$ cat src/hdl/slins_pkg.sv
`default_nettype none
package slins_pkg;

	localparam int LIST_DEPTH_DEF = 16;
	localparam int VALUE_W        = 32;

	localparam logic [1:0] OP_LOAD   = 2'd0;
	localparam logic [1:0] OP_INSERT = 2'd1;
	localparam logic [1:0] OP_DUMP   = 2'd2;

	localparam logic [1:0] ST_STORED  = 2'd0;
	localparam logic [1:0] ST_DROPPED = 2'd1;
	localparam logic [1:0] ST_ENTRY   = 2'd2;
	localparam logic [1:0] ST_EMPTY   = 2'd3;

	typedef enum logic [2:0] {
		CMD_HOLD,
		CMD_RESTART,
		CMD_APPEND,
		CMD_INSERT,
		CMD_ROTATE
	} cell_cmd_t;

	typedef struct packed {
		cell_cmd_t                   cmd;
		logic signed [VALUE_W-1:0]   value;
	} cell_ctl_t;

endpackage
`default_nettype wire

$ cat src/hdl/slins_item_if.sv
`default_nettype none
interface slins_item_if;
	logic                                 valid;
	logic                                 ready;
	logic [1:0]                           operation;
	logic signed [slins_pkg::VALUE_W-1:0] value;
	logic                                 first_item;

	modport source (output valid, output operation, output value, output first_item,
		input ready);
	modport sink (input valid, input operation, input value, input first_item,
		output ready);
endinterface
`default_nettype wire

$ cat src/hdl/slins_result_if.sv
`default_nettype none
interface slins_result_if;
	logic                                 valid;
	logic                                 ready;
	logic signed [slins_pkg::VALUE_W-1:0] entry_value;
	logic [1:0]                           status;
	logic                                 last;

	modport source (output valid, output entry_value, output status, output last,
		input ready);
	modport sink (input valid, input entry_value, input status, input last,
		output ready);
endinterface
`default_nettype wire

$ cat src/hdl/slins_cell.sv
`default_nettype none
module slins_cell #(
	parameter int INDEX = 0,
	parameter int CNT_W = 5
) (
	input  wire logic                                 clk,
	input  wire slins_pkg::cell_ctl_t                 ctl,
	input  wire logic [CNT_W-1:0]                     count,
	input  wire logic                                 prev_take,
	input  wire logic signed [slins_pkg::VALUE_W-1:0] prev_entry,
	input  wire logic signed [slins_pkg::VALUE_W-1:0] next_entry,
	input  wire logic signed [slins_pkg::VALUE_W-1:0] wrap_entry,
	output logic                                      take,
	output logic signed [slins_pkg::VALUE_W-1:0]      entry
);

	logic signed [slins_pkg::VALUE_W-1:0] entry_q;
	logic                                 beyond;
	logic                                 local_stop;

	assign entry  = entry_q;
	assign beyond = (count <= CNT_W'(INDEX));

	// head goes behind an equal value; later cells stop at the first entry not below it
	always_comb begin
		if (INDEX == 0) begin
			local_stop = (ctl.value < entry_q);
		end else begin
			local_stop = !(entry_q < ctl.value);
		end
		take = prev_take || beyond || local_stop;
	end

	always_ff @(posedge clk) begin
		unique case (ctl.cmd)
			slins_pkg::CMD_HOLD: begin
			end
			slins_pkg::CMD_RESTART: begin
				if (INDEX == 0) begin
					entry_q <= ctl.value;
				end
			end
			slins_pkg::CMD_APPEND: begin
				if (count == CNT_W'(INDEX)) begin
					entry_q <= ctl.value;
				end
			end
			slins_pkg::CMD_INSERT: begin
				if (prev_take) begin
					entry_q <= prev_entry;
				end else if (take) begin
					entry_q <= ctl.value;
				end
			end
			slins_pkg::CMD_ROTATE: begin
				if (CNT_W'(INDEX + 1) < count) begin
					entry_q <= next_entry;
				end else if (CNT_W'(INDEX + 1) == count) begin
					entry_q <= wrap_entry;
				end
			end
			default: begin
			end
		endcase
	end

endmodule
`default_nettype wire

$ cat src/hdl/sorted_list_insert_unit.sv
// Sorted list insert unit: a bounded list of signed 32-bit values held in a
// row of compare-and-shift cells.
// Channels: item (operation, value, first_item) in, result (entry_value,
// status, last) out, both valid/ready; a beat moves when both are high.
// Load and insert results are registered and show in the cycle after the
// item beat. Insert compares the value in every cell at once and each cell
// passes its decision to its neighbour, so the list shifts in the same
// cycle. Operation code 3 is taken and gives no result.
// Dump streams one entry per cycle from the head by rotating the row, while
// the result register is free or emptied in the same cycle; no item is taken
// while it runs. An empty list gives one beat with status empty.
// A new item is taken while a finished result waits, as long as the result
// register is free or emptied in the same cycle; a stalled result holds.
// Reset empties the list and the result register; cell contents need no
// clearing. Loads and inserts sustain one per cycle while results are taken.
`default_nettype none
module sorted_list_insert_unit #(
	parameter int LIST_DEPTH = slins_pkg::LIST_DEPTH_DEF
) (
	input  wire logic     clk,
	input  wire logic     arst_n,
	slins_item_if.sink    item,
	slins_result_if.source result
);

	localparam int CNT_W = $clog2(LIST_DEPTH + 1);

	logic [CNT_W-1:0]                     count_q;
	logic [CNT_W-1:0]                     remain_q;
	logic                                 dump_q;
	logic                                 out_valid_q;
	logic signed [slins_pkg::VALUE_W-1:0] out_value_q;
	logic [1:0]                           out_status_q;
	logic                                 out_last_q;

	logic                                 out_free;
	logic                                 accept;
	logic                                 step;
	logic                                 full;
	slins_pkg::cell_ctl_t                 ctl;

	logic                                 take_w  [LIST_DEPTH];
	logic signed [slins_pkg::VALUE_W-1:0] entry_w [LIST_DEPTH];

	assign out_free   = !out_valid_q || result.ready;
	assign item.ready = !dump_q && out_free;
	assign accept     = item.valid && item.ready;
	assign step       = dump_q && out_free;
	assign full       = (count_q == CNT_W'(LIST_DEPTH));

	assign result.valid       = out_valid_q;
	assign result.entry_value = out_value_q;
	assign result.status      = out_status_q;
	assign result.last        = out_last_q;

	always_comb begin
		ctl.value = item.value;
		ctl.cmd   = slins_pkg::CMD_HOLD;
		if (step) begin
			ctl.cmd = slins_pkg::CMD_ROTATE;
		end else if (accept) begin
			priority if (item.operation == slins_pkg::OP_LOAD && item.first_item) begin
				ctl.cmd = slins_pkg::CMD_RESTART;
			end else if (item.operation == slins_pkg::OP_LOAD && !full) begin
				ctl.cmd = slins_pkg::CMD_APPEND;
			end else if (item.operation == slins_pkg::OP_INSERT && !full) begin
				ctl.cmd = slins_pkg::CMD_INSERT;
			end else begin
				ctl.cmd = slins_pkg::CMD_HOLD;
			end
		end
	end

	for (genvar i = 0; i < LIST_DEPTH; i++) begin : g_cell
		logic                                 prev_take;
		logic signed [slins_pkg::VALUE_W-1:0] prev_entry;
		logic signed [slins_pkg::VALUE_W-1:0] next_entry;

		if (i == 0) begin : g_head
			assign prev_take  = 1'b0;
			assign prev_entry = '0;
		end else begin : g_body
			assign prev_take  = take_w[i-1];
			assign prev_entry = entry_w[i-1];
		end

		if (i == LIST_DEPTH - 1) begin : g_tail
			assign next_entry = entry_w[0];
		end else begin : g_inner
			assign next_entry = entry_w[i+1];
		end

		slins_cell #(
			.INDEX (i),
			.CNT_W (CNT_W)
		) u_cell (
			.clk        (clk),
			.ctl        (ctl),
			.count      (count_q),
			.prev_take  (prev_take),
			.prev_entry (prev_entry),
			.next_entry (next_entry),
			.wrap_entry (entry_w[0]),
			.take       (take_w[i]),
			.entry      (entry_w[i])
		);
	end

	always_ff @(posedge clk or negedge arst_n) begin
		if (!arst_n) begin
			count_q     <= '0;
			remain_q    <= '0;
			dump_q      <= 1'b0;
			out_valid_q <= 1'b0;
		end else begin
			if (result.ready) begin
				out_valid_q <= 1'b0;
			end
			if (step) begin
				out_valid_q <= 1'b1;
				remain_q    <= remain_q - CNT_W'(1);
				if (remain_q == CNT_W'(1)) begin
					dump_q <= 1'b0;
				end
			end else if (accept) begin
				unique case (item.operation)
					slins_pkg::OP_LOAD: begin
						out_valid_q <= 1'b1;
						if (item.first_item) begin
							count_q <= CNT_W'(1);
						end else if (!full) begin
							count_q <= count_q + CNT_W'(1);
						end
					end
					slins_pkg::OP_INSERT: begin
						out_valid_q <= 1'b1;
						if (!full) begin
							count_q <= count_q + CNT_W'(1);
						end
					end
					slins_pkg::OP_DUMP: begin
						if (count_q == '0) begin
							out_valid_q <= 1'b1;
						end else begin
							dump_q   <= 1'b1;
							remain_q <= count_q;
						end
					end
					default: begin
					end
				endcase
			end
		end
	end

	always_ff @(posedge clk) begin
		if (step) begin
			out_value_q  <= entry_w[0];
			out_status_q <= slins_pkg::ST_ENTRY;
			out_last_q   <= (remain_q == CNT_W'(1));
		end else if (accept) begin
			out_value_q <= '0;
			out_last_q  <= 1'b1;
			if (item.operation == slins_pkg::OP_DUMP) begin
				out_status_q <= slins_pkg::ST_EMPTY;
			end else if (full && !(item.operation == slins_pkg::OP_LOAD && item.first_item)) begin
				out_status_q <= slins_pkg::ST_DROPPED;
			end else begin
				out_status_q <= slins_pkg::ST_STORED;
			end
		end
	end

endmodule
`default_nettype wire

$ cat src/flat_wrapper.sv
// flat-port wrapper written by rule: the top's interface ports become plain ports
module sorted_list_insert_unit_flat 
#(
	parameter int LIST_DEPTH = slins_pkg::LIST_DEPTH_DEF
)
  (clk, arst_n, item_valid, item_operation, item_value, item_first_item, item_ready, result_valid, result_entry_value, result_status, result_last, result_ready);
  slins_item_if item_i ();
  slins_result_if result_i ();
  input  wire logic clk;
  input  wire logic arst_n;
  input wire logic [$bits(item_i.valid)-1:0] item_valid;
  input wire logic [$bits(item_i.operation)-1:0] item_operation;
  input wire logic [$bits(item_i.value)-1:0] item_value;
  input wire logic [$bits(item_i.first_item)-1:0] item_first_item;
  output wire logic [$bits(item_i.ready)-1:0] item_ready;
  output wire logic [$bits(result_i.valid)-1:0] result_valid;
  output wire logic [$bits(result_i.entry_value)-1:0] result_entry_value;
  output wire logic [$bits(result_i.status)-1:0] result_status;
  output wire logic [$bits(result_i.last)-1:0] result_last;
  input wire logic [$bits(result_i.ready)-1:0] result_ready;
  assign item_i.valid = item_valid;
  assign item_i.operation = item_operation;
  assign item_i.value = item_value;
  assign item_i.first_item = item_first_item;
  assign item_ready = item_i.ready;
  assign result_valid = result_i.valid;
  assign result_entry_value = result_i.entry_value;
  assign result_status = result_i.status;
  assign result_last = result_i.last;
  assign result_i.ready = result_ready;
  sorted_list_insert_unit #(.LIST_DEPTH(LIST_DEPTH)) u_core (.clk(clk), .arst_n(arst_n), .item(item_i), .result(result_i));
endmodule
$ cat config.mk
export PLATFORM = sky130hd
export DESIGN_NAME = sorted_list_insert_unit_flat
export DESIGN_NICKNAME = d
export VERILOG_FILES = /design/src/hdl/slins_pkg.sv /design/src/hdl/slins_item_if.sv /design/src/hdl/slins_result_if.sv /design/src/hdl/slins_cell.sv /design/src/hdl/sorted_list_insert_unit.sv /design/src/flat_wrapper.sv
export SDC_FILE = /design/constraint.sdc
export NUM_CORES = 2
export LEC_CHECK = 0
export BUFFER_PORTS_ARGS = -buffer_cell sky130_fd_sc_hd__buf_2
export CAP_MARGIN = 20
export CORE_MARGIN = 2
export CORE_UTILIZATION = 50
export DETAILED_ROUTE_END_ITERATION = 16
export PLACE_DENSITY = 0.66
export SLEW_MARGIN = 20
export SYNTH_ARGS = -nofsm -noshare
export SYNTH_HDL_FRONTEND = slang
export SYNTH_SLANG_ARGS = --single-unit
$ cat constraint.sdc
create_clock -name clk -period 17 [get_ports clk]
set_input_delay 3.4 -clock clk [delete_from_list [all_inputs] [get_ports clk]]
set_output_delay 3.4 -clock clk [all_outputs]
set_load 0.005 [all_outputs]
# Word level (Yosys, flattened, before mapping)
# Cells that the tools add are included.
[totals] register_bits=559 in_bits=39 output_inout_bits=37 wordCells=369
[op_classes] addsub=2 magnitude_cmp=48 eq_ne=88 n_mux=122 bitwise_logic=1 n_reduce_logical=85
[ops] operator="$mux 32" count=80
[ops] operator="$pmux 32 s3" count=15
[ops] operator="$lt 32x32->1" count=16
[ops] operator="$pmux 32 s4" count=1
[ops] operator="$ne 3x3->1 const B" count=30
[ops] operator="$reduce_and 4->1" count=17
[ops] operator="$eq 4x5->1 const A" count=8
[ops] operator="$eq 5x4->1 const B" count=8
[ops] operator="$le 5x4->1 const B" count=8
[ops] operator="$lt 4x5->1 const A" count=8
[ops] operator="$ne 2x2->1 const B" count=18
[ops] operator="$logic_or 1x1->1" count=32
[ops] operator="$mux 5" count=6
[ops] operator="$eq 3x5->1 const A" count=4
[ops] operator="$eq 5x3->1 const B" count=4
[ops] operator="$le 5x3->1 const B" count=4
[ops] operator="$lt 3x5->1 const A" count=4
[ops] operator="$logic_not 1->1" count=19
[ops] operator="$mux 1" count=12
[ops] operator="$mux 3" count=4
[ops] operator="$eq 2x5->1 const A" count=2
[ops] operator="$eq 5x1->1 const B" count=2
[ops] operator="$eq 5x2->1 const B" count=2
[ops] operator="$le 5x1->1 const B" count=2
[ops] operator="26 further kinds" count=40

# Longest topological paths before layout
[depth] word_depth=35 mapped_depth=16 ltp_nobuf=12

# By module
# From an unflattened synthesis, not the netlist that was laid out.
[unflattened] hier_cells=4552 area_unflattened_um2=44630.3
[by_module_without_submodules] mod="slins_cell at u_core.g_cell[14].u_cell" n_inst=1 cells_per_inst=270 area_each_um2=2715.1 seq_area_each_um2=960.9
[by_module_without_submodules] mod="slins_cell at u_core.g_cell[1].u_cell" n_inst=1 cells_per_inst=270 area_each_um2=2686.3 seq_area_each_um2=960.9
[by_module_without_submodules] mod="slins_cell at u_core.g_cell[6].u_cell" n_inst=1 cells_per_inst=310 area_each_um2=2685.1 seq_area_each_um2=960.9
[by_module_without_submodules] mod="slins_cell at u_core.g_cell[5].u_cell" n_inst=1 cells_per_inst=271 area_each_um2=2680.1 seq_area_each_um2=960.9
[by_module_without_submodules] mod="slins_cell at u_core.g_cell[13].u_cell" n_inst=1 cells_per_inst=272 area_each_um2=2668.8 seq_area_each_um2=960.9
[by_module_without_submodules] mod="slins_cell at u_core.g_cell[11].u_cell" n_inst=1 cells_per_inst=272 area_each_um2=2667.6 seq_area_each_um2=960.9
[by_module_without_submodules] mod="slins_cell at u_core.g_cell[3].u_cell" n_inst=1 cells_per_inst=272 area_each_um2=2665.1 seq_area_each_um2=960.9
[by_module_without_submodules] mod="slins_cell at u_core.g_cell[7].u_cell" n_inst=1 cells_per_inst=271 area_each_um2=2665.1 seq_area_each_um2=960.9
[by_module_without_submodules] mod="slins_cell at u_core.g_cell[15].u_cell" n_inst=1 cells_per_inst=271 area_each_um2=2661.3 seq_area_each_um2=960.9
[by_module_without_submodules] mod="slins_cell at u_core.g_cell[8].u_cell" n_inst=1 cells_per_inst=275 area_each_um2=2658.8 seq_area_each_um2=960.9
[by_module_without_submodules] mod="slins_cell at u_core.g_cell[9].u_cell" n_inst=1 cells_per_inst=271 area_each_um2=2652.5 seq_area_each_um2=960.9
[by_module_without_submodules] mod="slins_cell at u_core.g_cell[12].u_cell" n_inst=1 cells_per_inst=273 area_each_um2=2648.8 seq_area_each_um2=960.9
[by_module_without_submodules] mod="slins_cell at u_core.g_cell[4].u_cell" n_inst=1 cells_per_inst=274 area_each_um2=2648.8 seq_area_each_um2=960.9
[by_module_without_submodules] mod="slins_cell at u_core.g_cell[10].u_cell" n_inst=1 cells_per_inst=274 area_each_um2=2643.8 seq_area_each_um2=960.9
[by_module_without_submodules] mod="+3 rows"

# Worst setup path before layout
# No wires, ideal clock.
[synth_path] kind="input-to-reg" startpoint="input port item_value[25]" endpoint="register u_core.g_cell[13].u_cell.entry_q (netlist bit u_core.g_cell[13].u_cell.entry[0]) (enable)" setup_ps=595 t_arrival_ps=11172 required_ps=16405 slack_ps=5234 cell_stages=14 path_buffers=2 path_cell_list="clkbuf_1 > inv_1 > ha_1 > a21o_1 > a21oi_1 > nor3_1 > a211o_1 > a311oi_1 > mux2i_1 > nor4_2 > buf_2 > nand3_2 > nor2_1 > a2111oi_0"
[synth_between] elab_chain_cells=30
[synth_lines] element="from (decl)" line="flat_wrapper.sv:13" source="input wire logic [$bits(item_i.value)-1:0] item_value;"
[synth_lines] element="$lt 32x32->1" line="slins_cell.sv:27" source="local_stop = (ctl.value < entry_q);"
[synth_lines] element="$logic_or 1x1->1 (27 in a row)" line="slins_cell.sv:31" source="take = prev_take || beyond || local_stop;"
[synth_lines] element="$ne 3x3->1 (no source line) (*)"
[synth_lines] element="$reduce_and 4->1 (no source line) (*)"
[synth_lines] element="to (signal assigned)" line="slins_cell.sv:40" source="entry_q <= ctl.value;"
[synth_lines] element="to (signal assigned)" line="slins_cell.sv:45" source="entry_q <= ctl.value;"
[synth_lines] element="to (signal assigned)" line="slins_cell.sv:50" source="entry_q <= prev_entry;"
[synth_lines] element="to (decl)" line="slins_cell.sv:17" source="logic signed [slins_pkg::VALUE_W-1:0] entry_q;"
# Mark *: on every way between the ends. The rest lies on a longest branch, timed or not.
# A chain may end at the register's enable or synchronous reset.

# Final worst setup path
[layout_path] startpoint="input port item_value[29]" endpoint="register u_core.g_cell[12].u_cell.entry_q (netlist bit u_core.g_cell[12].u_cell.entry[22]) (data pin)"
[layout_between] elab_chain_cells=26
[layout_lines] element="$lt 32x32->1" line="slins_cell.sv:27"
[layout_lines] element="$logic_or 1x1->1 (22 in a row)" line="slins_cell.sv:31"
[layout_lines] element="$logic_or 1x1->1 (*)" line="slins_cell.sv:31"
[layout_lines] element="$mux 32 (*)" line="slins_cell.sv:49" source="if (prev_take) begin"
[layout_lines] element="$pmux 32 s3 (*)" line="slins_cell.sv:35" source="unique case (ctl.cmd)"
[layout_lines] element="to (signal assigned)" line="slins_cell.sv:40"
[layout_lines] element="to (signal assigned)" line="slins_cell.sv:50"
[layout_lines] element="to (signal assigned)" line="slins_cell.sv:52" source="entry_q <= ctl.value;"
[layout_lines] element="to (decl)" line="slins_cell.sv:17"
# Marked as above.

==> qor.yml <==
outcome: "finished, final reports clean"
critPathKind: "in2reg"
cp.arrival_ns: 9.85
fin_crit_sh_pct: 55.11
synth.area.mux_share_pct: 1.256
dp_cells: 5589
die_w_um: 295.7
cts_hold_buffers: 0
ant_nets: 0
antenna_found_initial: 4
io_buffers: 75
clock_sinks: 559
drtPass1Iterations: 9
drt_iter0_drc: 7038
grt_max_degree: 148
cts-htree-levels: 3
synth-edff-count: 545
hold_viol: 0
first_global_vias: 38510
route.detailed.vias_per_inst: 7.325
ys_ff_latch: 559
cts_buffers: 70
grt.total_usage_pct: 42.23
fmax_mhz: 106.7
dieArea_um2: 87440
synth_compound_gate_area_share_pct: 24.87
synth_area_um2: 42540
rows: 106
gp_congestion: 0.9918
cts_tree: "done"
die_h_um: 295.7
finClkSkew_ns: 0.03661
synthTopCellsByArea: "edfxtp_1, ha_1, nand2_1"
post-dp-hpwl_um: 131300
core_um2: 83950
netlist_instances: 4636
synth_top_family_by_area: "compound AO/OA/AOI/OAI gates"
final_util_pct: 55.31
synth-simple-area-share_pct: 15.27
crit_required_ns: 17.48
netlist.area_leader.share_pct: 38.47
cts_root_buf: "clkbuf_16"
async_reset_ff_share_pct: 2.147
synth_xor_area_share_pct: 0.06176
endpoint_kind: "flop"
setup_viol: 0
power-per-cell-area_nw_per_um2: 196.7
clock_path_buffers: 3
clock_latency_ns: 0.64
yosys.area_share.adder_pct: 14.79
syn2layout_area_growth_pct: 9.149
final_cells: 5715
layout_commonest_cell: "nand2_1"
drive_gt1_share_pct: 8.321
path_max_fanout: 18
ys.flop_type: "edfxtp_1"
fin_crit_ns: 9.368
gr-total-overflow: 0
io_pins: 76
start_kind: "primary input"
cp-startpoint: "item_value[29]"
grt_pass1_wl_um: 270000
yosysTopAreaCell: "edfxtp_1"
hp-class: "reg2reg"
slew_violations: 0
synthDistinctLibCells: 82
synth.yosys.seq_area_share_pct: 39.27
p_leak_nw: 18.71
vias: 41860
relSlewSlack_pct: 17.52
cts-resized-gates: 0
routed_wl_um: 188400
path_clk_slew_ns: 0.06
min_from: "u_core.result.status[1]$_SDFFE_PP1P_"
rsz0062_at_grt: "no"
maxCapViolations: 0
initial_core_util_pct: 50.68
ys_warn_count: 0
worstMarginPinSlew_ns: 1.237
final_cell_mix: "nand2_1, a21oi_1, edfxtp_1, ha_1, a221o_1"
postSynthAreaPerCell_um2: 9.177
post_drt_wl_per_cell_um: 32.97
peakVddDrop_mv: 0.2365
layout.nets: 5070
drc: 0
fillers: 7551
cts_setup_buffers: 0
fin_setup_tns_ns: 0
r2r_start: "u_core.g_cell[0].u_cell.entry[23]$_DFFE_PP_"
synth_fp_nets: 5178
## cells by family after synthesis
family,count (synthesis)
simple gates,1518
compound gates,1507
flops,559
fa+ha+maj,503
buf+inv,493
mux,53
xor+xnor,3
## metrics by stage
step / hold WS [ns] / setup slack (ns) / total power [mW] / area, µm²
CTS: 0.4819 / 8.126 / 8.872 / 46420
global route: 0.5455 / 7.638 / 9.483 / 46440
finish: 0.4789 / 7.632 / 9.133 / 46440
floorplan: 0.4599 / 5.234 / 5.568 / 42540
global placement: 0.4650 / 7.634 / 7.291 / 44180
detailed placement: 0.4656 / 7.497 / 7.356 / 44190
## worst paths after layout
path | to | slack [ns] | cells after the start
max in group asynchronous | u_core.remain_q[2]$_DFFE_PN0P_ | 14.09 | 1
worst min-delay path | u_core.result.status[1]$_SDFFE_PP1P_ | 0.48 | 2
worst min register to register | u_core.result.status[1]$_SDFFE_PP1P_ | 0.48 | 2
min in group asynchronous | u_core.count_q[4]$_DFFE_PN0P_ | 2.67 | 1
worst max-delay path | u_core.g_cell[12].u_cell.entry[22]$_DFFE_PP_ | 7.63 | 13
worst max register to register | u_core.g_cell[12].u_cell.entry[22]$_DFFE_PP_ | 10.82 | 13
## registers in the layout, indices dropped and copies added, names as in the netlist
register,flops
u_core.g_cell.u_cell.entry,512
u_core.result.entry_value,32
u_core.count_q,5
u_core.remain_q,5
u_core.result.status,2
u_core.dump_q,1
u_core.result.last,1
u_core.result.valid,1
## synthesized netlist by cell type, types with 6 or more instances
cell       instances
a2111oi_0          8
a211o_1            7
a211oi_1          89
a21o_1            38
a21oi_1          565
a221o_1          320
a222oi_1          32
a22oi_1            8
a311o_1           33
a31o_2            10
a31oi_1           21
and3_1            53
and4_1             7
buf_1             16
buf_2             27
clkbuf_1         328
dfrtp_1           12
edfxtp_1         545
ha_1             503
inv_1            119
mux2i_1           50
nand2_1          919
nand2b_1          19
nand3_1           49
nand4_1           66
nor2_1           280
nor2b_1           18
nor3_1            36
nor3b_1            8
nor4_1            20
o211ai_1          22
o21a_1            10
o21ai_0          131
o21ai_1           12
o21bai_1           7
o221ai_1          22
o22ai_1           73
o31ai_1           18
o32ai_1           33
or2_2              6
or3_1              9
## final cells by class
cell class	instances	area [µm²]	area share, %
Antenna cell	2	5.005	0.01078
Clock buffer	95	1959	4.220
Clock inverter	28	275.3	0.5928
Inverter	119	446.7	0.9619
Multi-Input combinational cell	3584	24320	52.37
Sequential cell	559	16710	35.98
Tap cell	1134	1419	3.056
Timing Repair Buffer	194	1306	2.813
## routing by layer
| metal | vias to the layer above | wire, µm | global-route usage, % |
|---|---|---|---|
| met1 | 20020 | 72580 | 59.28 |
| li1 | 17610 | - | - |
| met3 | 519 | 31420 | 14.67 |
| met5 | - | 23 | 0 |
| met2 | 3713 | 75240 | 58.11 |
| met4 | 4 | 9168 | 18.98 |
## worst max-delay path, cell delays in order
cell and delay, ns:
buf_2 0.41, inv_1 0.59, ha_1 0.53, nand4_1 0.17
nor4_1 0.81, o21ai_0 0.35, nand3_1 0.19, mux2i_1 0.29
o2111ai_2 0.39, nor2_1 0.52, nand3_2 0.76, o21ai_2 1.09
a221o_1 0.28
## power breakdown
group / switching [mW] / leakage, nW / internal [mW]
Sequential: 0.778 / 5.30 / 2.40
Combinational: 2.98 / 12.3 / 1.45
Clock: 0.634 / 1.10 / 0.894
Total: 4.39 / 18.7 / 4.75
Note: power is estimated with default switching activity, not from simulation.
